### src/hdl/assert_macros.svh
// ----------------------------------------------------------------------------
// assert_macros.svh
// Concurrent assertion helpers shared by the mesher modules.
// ----------------------------------------------------------------------------
`ifndef ASSERT_MACROS_SVH
`define ASSERT_MACROS_SVH

`ifndef ASSERT_OFF
// property must hold at every clock edge outside reset
`define VFCM_ASSERT(lbl, clk, rst, prop, msg) \
   lbl: assert property (@(posedge clk) disable iff (rst) prop) else $error(msg);
// expression must never be true outside reset
`define VFCM_NEVER(lbl, clk, rst, expr, msg) \
   lbl: assert property (@(posedge clk) disable iff (rst) !(expr)) else $error(msg);
`else
`define VFCM_ASSERT(lbl, clk, rst, prop, msg)
`define VFCM_NEVER(lbl, clk, rst, expr, msg)
`endif

`endif

### src/hdl/vfcm_pkg.sv
// ----------------------------------------------------------------------------
// vfcm_pkg
// Shared constants, command/status structs and lookup functions of the
// voxel face culling mesher.
// ----------------------------------------------------------------------------
package vfcm_pkg;

   // cube geometry
   localparam int CHUNK_EDGE     = 32;
   localparam int STORE_DEPTH    = CHUNK_EDGE * CHUNK_EDGE * CHUNK_EDGE;
   localparam int ADDR_W         = $clog2(STORE_DEPTH);
   localparam int POS_W          = 5;
   localparam int NB_W           = POS_W + 2;
   localparam int VERT_W         = 6;
   localparam int MAT_W          = 8;
   localparam int FACE_W         = 3;
   localparam int NUM_FACES      = 6;
   localparam int VERTS_PER_FACE = 6;
   localparam int STEP_W         = 3;

   // command codes
   localparam logic CMD_WRITE = 1'b0;
   localparam logic CMD_MESH  = 1'b1;

   // face codes
   localparam logic [FACE_W-1:0] FACE_TOP    = 3'd0;
   localparam logic [FACE_W-1:0] FACE_BOTTOM = 3'd1;
   localparam logic [FACE_W-1:0] FACE_RIGHT  = 3'd2;
   localparam logic [FACE_W-1:0] FACE_LEFT   = 3'd3;
   localparam logic [FACE_W-1:0] FACE_BACK   = 3'd4;
   localparam logic [FACE_W-1:0] FACE_FRONT  = 3'd5;

   // read steps: the center voxel first, then one step per face
   localparam logic [STEP_W-1:0] STEP_CENTER = 3'd0;
   localparam logic [STEP_W-1:0] STEP_LAST   = STEP_W'(NUM_FACES);

   typedef logic [NUM_FACES-1:0] face_mask_type;

   typedef struct packed {
      logic              clr_en;
      logic              wr_en;
      logic              load;
      logic              rd_en;
      logic [STEP_W-1:0] rd_idx;
      logic              emit_load;
      logic              emit_step;
   } dp_cmd_type;

   typedef struct packed {
      logic clr_last;
      logic mat_zero;
      logic mask_zero;
      logic out_free;
      logic vert_last;
   } dp_sts_type;

   // corner offset {dx, dy, dz} of one vertex of one face
   function automatic logic [2:0] corner_of(input logic [FACE_W-1:0] face,
                                            input logic [2:0] vert);
      logic [17:0] row;
      int          sel;
      case (face)
         FACE_TOP:    row = 18'b010_011_111_010_111_110;
         FACE_BOTTOM: row = 18'b000_101_001_000_100_101;
         FACE_RIGHT:  row = 18'b100_110_111_100_111_101;
         FACE_LEFT:   row = 18'b000_011_010_000_001_011;
         FACE_BACK:   row = 18'b000_010_110_000_110_100;
         FACE_FRONT:  row = 18'b001_111_011_001_101_111;
         default:     row = '0;
      endcase
      sel = (VERTS_PER_FACE - 1 - int'(vert)) * 3;
      if (sel < 0) sel = 0;
      return row[sel +: 3];
   endfunction

   // linear store address, x fastest, then z, then y
   function automatic logic [ADDR_W-1:0] addr_of(input logic [NB_W-1:0] x,
                                                 input logic [NB_W-1:0] y,
                                                 input logic [NB_W-1:0] z);
      return ADDR_W'(x) + ADDR_W'(32'(z) * CHUNK_EDGE) +
             ADDR_W'(32'(y) * (CHUNK_EDGE * CHUNK_EDGE));
   endfunction

   // coordinates inside the cube
   function automatic logic in_cube(input logic [NB_W-1:0] x,
                                    input logic [NB_W-1:0] y,
                                    input logic [NB_W-1:0] z);
      return (x < NB_W'(CHUNK_EDGE)) && (y < NB_W'(CHUNK_EDGE)) &&
             (z < NB_W'(CHUNK_EDGE));
   endfunction

   // index of the lowest set bit of a face mask
   function automatic logic [FACE_W-1:0] low_face(input face_mask_type mask);
      logic [FACE_W-1:0] idx;
      idx = '0;
      for (int i = NUM_FACES - 1; i >= 0; i--) begin
         if (mask[i]) idx = FACE_W'(i);
      end
      return idx;
   endfunction

endpackage

### src/hdl/vfcm_ctrl.sv
// ----------------------------------------------------------------------------
// vfcm_ctrl
// Sequencer of the mesher: store clearing after reset, command acceptance,
// the seven store reads of a mesh command and vertex emission.
// ----------------------------------------------------------------------------
`include "assert_macros.svh"

module vfcm_ctrl (
   input  logic                  clock,
   input  logic                  reset,
   input  logic                  req_valid,
   output logic                  req_ready,
   input  logic                  req_command,
   output vfcm_pkg::dp_cmd_type  cmd,
   input  vfcm_pkg::dp_sts_type  sts
);
   import vfcm_pkg::*;

   typedef enum logic [2:0] {
      ST_CLEAR,
      ST_IDLE,
      ST_READ,
      ST_WAIT,
      ST_CHECK,
      ST_EMIT
   } state_type;

   state_type         state_ff;
   logic [STEP_W-1:0] step_ff;
   logic              ready_ff;
   logic              accept;

   assign accept    = req_valid && ready_ff;
   assign req_ready = ready_ff;

   // decode commands to the datapath
   always_comb begin
      cmd        = '0;
      cmd.rd_idx = step_ff;
      unique case (state_ff)
         ST_CLEAR: cmd.clr_en    = 1'b1;
         ST_IDLE: begin
            cmd.wr_en = accept && (req_command == CMD_WRITE);
            cmd.load  = accept && (req_command == CMD_MESH);
         end
         ST_READ:  cmd.rd_en     = 1'b1;
         ST_WAIT:  ;
         ST_CHECK: cmd.emit_load = !sts.mat_zero && !sts.mask_zero;
         ST_EMIT:  cmd.emit_step = sts.out_free;
         default:  ;
      endcase
   end

   // advance state, read step and ready
   always_ff @(posedge clock) begin
      if (reset) begin
         state_ff <= ST_CLEAR;
         step_ff  <= '0;
         ready_ff <= 1'b0;
      end else begin
         unique case (state_ff)
            ST_CLEAR: begin
               if (sts.clr_last) begin
                  state_ff <= ST_IDLE;
                  ready_ff <= 1'b1;
               end
            end
            ST_IDLE: begin
               if (cmd.load) begin
                  state_ff <= ST_READ;
                  step_ff  <= STEP_CENTER;
                  ready_ff <= 1'b0;
               end
            end
            ST_READ: begin
               if (step_ff == STEP_LAST) state_ff <= ST_WAIT;
               else step_ff <= step_ff + STEP_W'(1);
            end
            ST_WAIT: state_ff <= ST_CHECK;
            ST_CHECK: begin
               if (cmd.emit_load) begin
                  state_ff <= ST_EMIT;
               end else begin
                  state_ff <= ST_IDLE;
                  ready_ff <= 1'b1;
               end
            end
            ST_EMIT: begin
               if (cmd.emit_step && sts.vert_last) begin
                  state_ff <= ST_IDLE;
                  ready_ff <= 1'b1;
               end
            end
            default: state_ff <= ST_IDLE;
         endcase
      end
   end

   `VFCM_ASSERT(a_ready_idle, clock, reset, req_ready |-> state_ff == ST_IDLE, "ready outside idle")
   `VFCM_ASSERT(a_emit_free, clock, reset, cmd.emit_step |-> sts.out_free, "vertex overwrites output")
   `VFCM_ASSERT(a_done_ready, clock, reset, (cmd.emit_step && sts.vert_last) |=> req_ready, "no ready after last vertex")

endmodule

### config.mk
export PLATFORM = sky130hd
export DESIGN_NAME = vfcm_ctrl
export DESIGN_NICKNAME = d
export VERILOG_FILES = /design/src/hdl/vfcm_pkg.sv /design/src/hdl/vfcm_ctrl.sv
export VERILOG_INCLUDE_DIRS = /design/src /design/src/hdl
export SDC_FILE = /design/constraint.sdc
export NUM_CORES = 1
export LEC_CHECK = 0
export ABC_AREA = 1
export BUFFER_PORTS_ARGS = -buffer_cell sky130_fd_sc_hd__buf_4
export CAP_MARGIN = 20
export CORE_AREA = 2 2 39 41
export DETAILED_ROUTE_END_ITERATION = 10
export DIE_AREA = 0 0 41 43
export REMOVE_ABC_BUFFERS = 1
export SYNTH_ARGS = -nofsm -noshare
export SYNTH_HDL_FRONTEND = slang
export SYNTH_SLANG_ARGS = --single-unit
### constraint.sdc
create_clock -name clock -period 1.7 [get_ports clock]
set_clock_uncertainty 0.15 [all_clocks]
set_input_delay 0.17 -clock clock [delete_from_list [all_inputs] [get_ports clock]]
set_output_delay 0.17 -clock clock [all_outputs]
set_load 0.01 [all_outputs]
==> flow_summary.yaml <==
grt:
  grt_max_degree: 8
  gr-total-overflow: 0
  grt_pass1_vias: 455
  antenna_found_initial: 0
  grt_usage_pct: 14.9
  grt_first_pass_wirelength_mm: 1.74
run_status:
  status: "completed"
worst_setup_path:
  r2r_start: "step_ff[0]"
  worstSetupPathType: "reg -> out"
  r2r_slack_ns: 0.31
  required_ns: 1.38
  timing.rr.end: "step_ff[1]"
  cp-end-kind: "output port"
  startpoint_type: "flop"
  crit_chain: "inv_2, nor2_4, nand2_1, nor3_1, buf_4"
  slowest_delay_ns: 0.39
  crit_fanout: 5
  crit_arrival_ns: 1.31
  slowest_stage: "dfxtp_1"
  rr_worst_depth: 6
timing:
  finalSetupTns_ns: 0
  tightest_slew_ns: 0.295
  fin_ws_ns: 0.0732
  finalHoldViolations: 0
  maxSlewViolCount: 0
  hold_slack_ns: 0.168
  rsz0062_at_grt: "false"
  setup_viol: 0
  timing.fmax_mhz: 615
  slew_headroom_pct: 80.3
  post-route-period-util_pct: 95.7
  period_needed_ns: 1.63
run:
  drv_cap: 0
cts:
  cts_sinks: 7
  h-tree-depth: 1
  path_clk_slew_ns: 0.05
  cts_buffers: 3
  cts_setup_buffers: 0
  clock_tree.buffer_depth: 2
  ctsHoldBuffers: 1
  tritoncts: "done"
  root_buffer: "clkbuf_4"
  clock_latency_ns: 0.25
  ctsResizeCount: 0
power:
  ir_drop_mv: 0.408
  switching_power_mw: 0.201
  p_leak_nw: 0.376
  seq_power_share_pct: 37.3
  p_sw_share_pct: 35.7
  pwr-share-clk_pct: 26.8
  power.internal_mw: 0.362
  p_comb_share_pct: 35.9
  pwr_density_cell_mw_per_mm2: 873
floorplan:
  die_w_um: 41
  rows: 14
  pin_count: 19
  start_util_pct: 32.8
  die_y_um: 43
  dieArea_sq_mm: 0.00176
  core_sq_mm: 0.00138
cells_and_area:
  num-nets-final: 103
  drive_above_1_share_pct: 33.0
  areaGrowthSynthToFinish_pct: 42.1
  instances_no_fill: 107
  ff_latch_area_sq_um: 140
  multi_input_area_sq_um: 262
  postLayoutCellArea_sq_um: 646
  n_fill_cell: 147
  antenna_cells: 0
yosys:
  synth_xor_xnor_area_share_pct: 1.93
  synth_top_area_share_pct: 30.9
  synth_top_family_by_area: "simple AND/OR/NAND/NOR gates"
  synth_warnings: 0
  synth-seq-area-share_pct: 30.9
  yosys_register_bits: 7
  synthMuxAreaShare_pct: 0
  synth-simple-area-share_pct: 43.5
  synth_cells: 68
  syn_area_sq_um: 454
  syn_avg_cell_area_sq_um: 6.68
  yosys.area.top_type: "dfxtp_1"
  synth.area.top_cells: "dfxtp_1, nand2_1, nand3_1"
  synth-compound-area-share_pct: 6.61
  synth-adder-area-share_pct: 5.51
  synthDistinctLibCells: 21
worst_hold_path:
  hp-class: "in -> reg"
  hold_start: "sts[4]"
  hold_depth: 4
  holdPathEnd: "state_ff[0]"
route:
  wl_per_cell_um: 9.97
  drt_iter0_drc: 0
  firstDrtPassIters: 1
  via_count: 500
  wl_mm: 1.07
  ant_nets: 0
  drc: 0
  post_drt_via_cell_ratio: 4.67
placed_design:
  place_area_sq_um: 609
  dpl_worst_slack_ns: 0.314
  placed_cells: 102
  dp.final_hpwl_um: 884
  gp_congestion: 0.744
  io_buffers: 18
[Yosys cell counts]
master / n
nand4_1: 1
ha_1: 2
nand3b_1: 1
nand2_1: 15
nand4_2: 1
nand3_1: 8
nor4_1: 1
dfxtp_1: 7
inv_2: 4
a21oi_1: 3
nand3_2: 1
nor2_2: 1
inv_1: 10
nor2_4: 1
a21oi_2: 1
nor2_1: 5
and3_1: 1
or2_0: 1
nor3_1: 2
a31oi_1: 1
xor2_1: 1
[state kept, by name, indices dropped and copies added (netlist names)]
signal	flops
req_ready	1
step_ff	3
state_ff	3
[cell usage in the layout (no fill, tap or decap), drive strengths merged]
master and instances:
inv 14, or2 1, clkbuf 4, and3 1, nand3b 1, nand4 2, nor4 1, dlygate4sd3 1
nand2 15, nor3 2, nor2 7, nand3 9, a21oi 4, buf 18, dfxtp 7, a31oi 1
xor2 1, ha 2
[critical path, delay by kind of cell, from the launching register on]
kind,cells,cell delay [ns]
buf+inv,2,0.25
simple gates,3,0.42
flops,1,0.39
[layout make-up]
class,instances,share of cell area [%]
flip-flops and latches,7,21.7
clock buffers,4,4.07
inverters,14,8.14
multi-input cells,47,40.5
well taps,16,3.10
repair buffers,19,22.5
[power groups by stage]
stage               clock network (mW)  registers (mW)  logic [mW]
floorplan                            0           0.212       0.127
finish                           0.151           0.210       0.203
CTS                              0.159           0.210       0.205
global route                     0.168           0.215       0.230
global placement                     0           0.212       0.201
detailed placement                   0           0.213       0.202
[worst max path at each step]
stage,cells past startpoint,from,endpoint
3_3_place_gp,6,step_ff[0],step_ff[1]
6_report,5,state_ff[0],cmd[7]
4_1_cts,5,state_ff[0],cmd[7]
3_5_place_dp,6,step_ff[0],step_ff[1]
2_1_floorplan,6,step_ff[0],step_ff[1]
5_1_grt,5,state_ff[0],cmd[7]
[metrics by stage]
step / util, % / power (mW)
finish: 46.7 / 0.564
global route: 46.7 / 0.612
CTS: 46.7 / 0.574
detailed placement: 44.0 / 0.415
global placement: 44.0 / 0.413
floorplan: - / 0.339
[metal layers]
metal  track usage (%)  wire length, um
met5                 0                0
met4              10.0               29
met2              22.5              510
met1              17.8              492
met3              3.14               34
[cells by family (layout without fill, tap and decap cells)]
group | Yosys count | in the layout
AOI/OAI and AO/OA | 5 | 5
adders and majority gates | 2 | 2
DFF | 7 | 7
xor gates and xnor gates | 1 | 1
buffers and inverters | 14 | 37
and+or+nand+nor | 39 | 39
(Power assumes the default switching activity.)
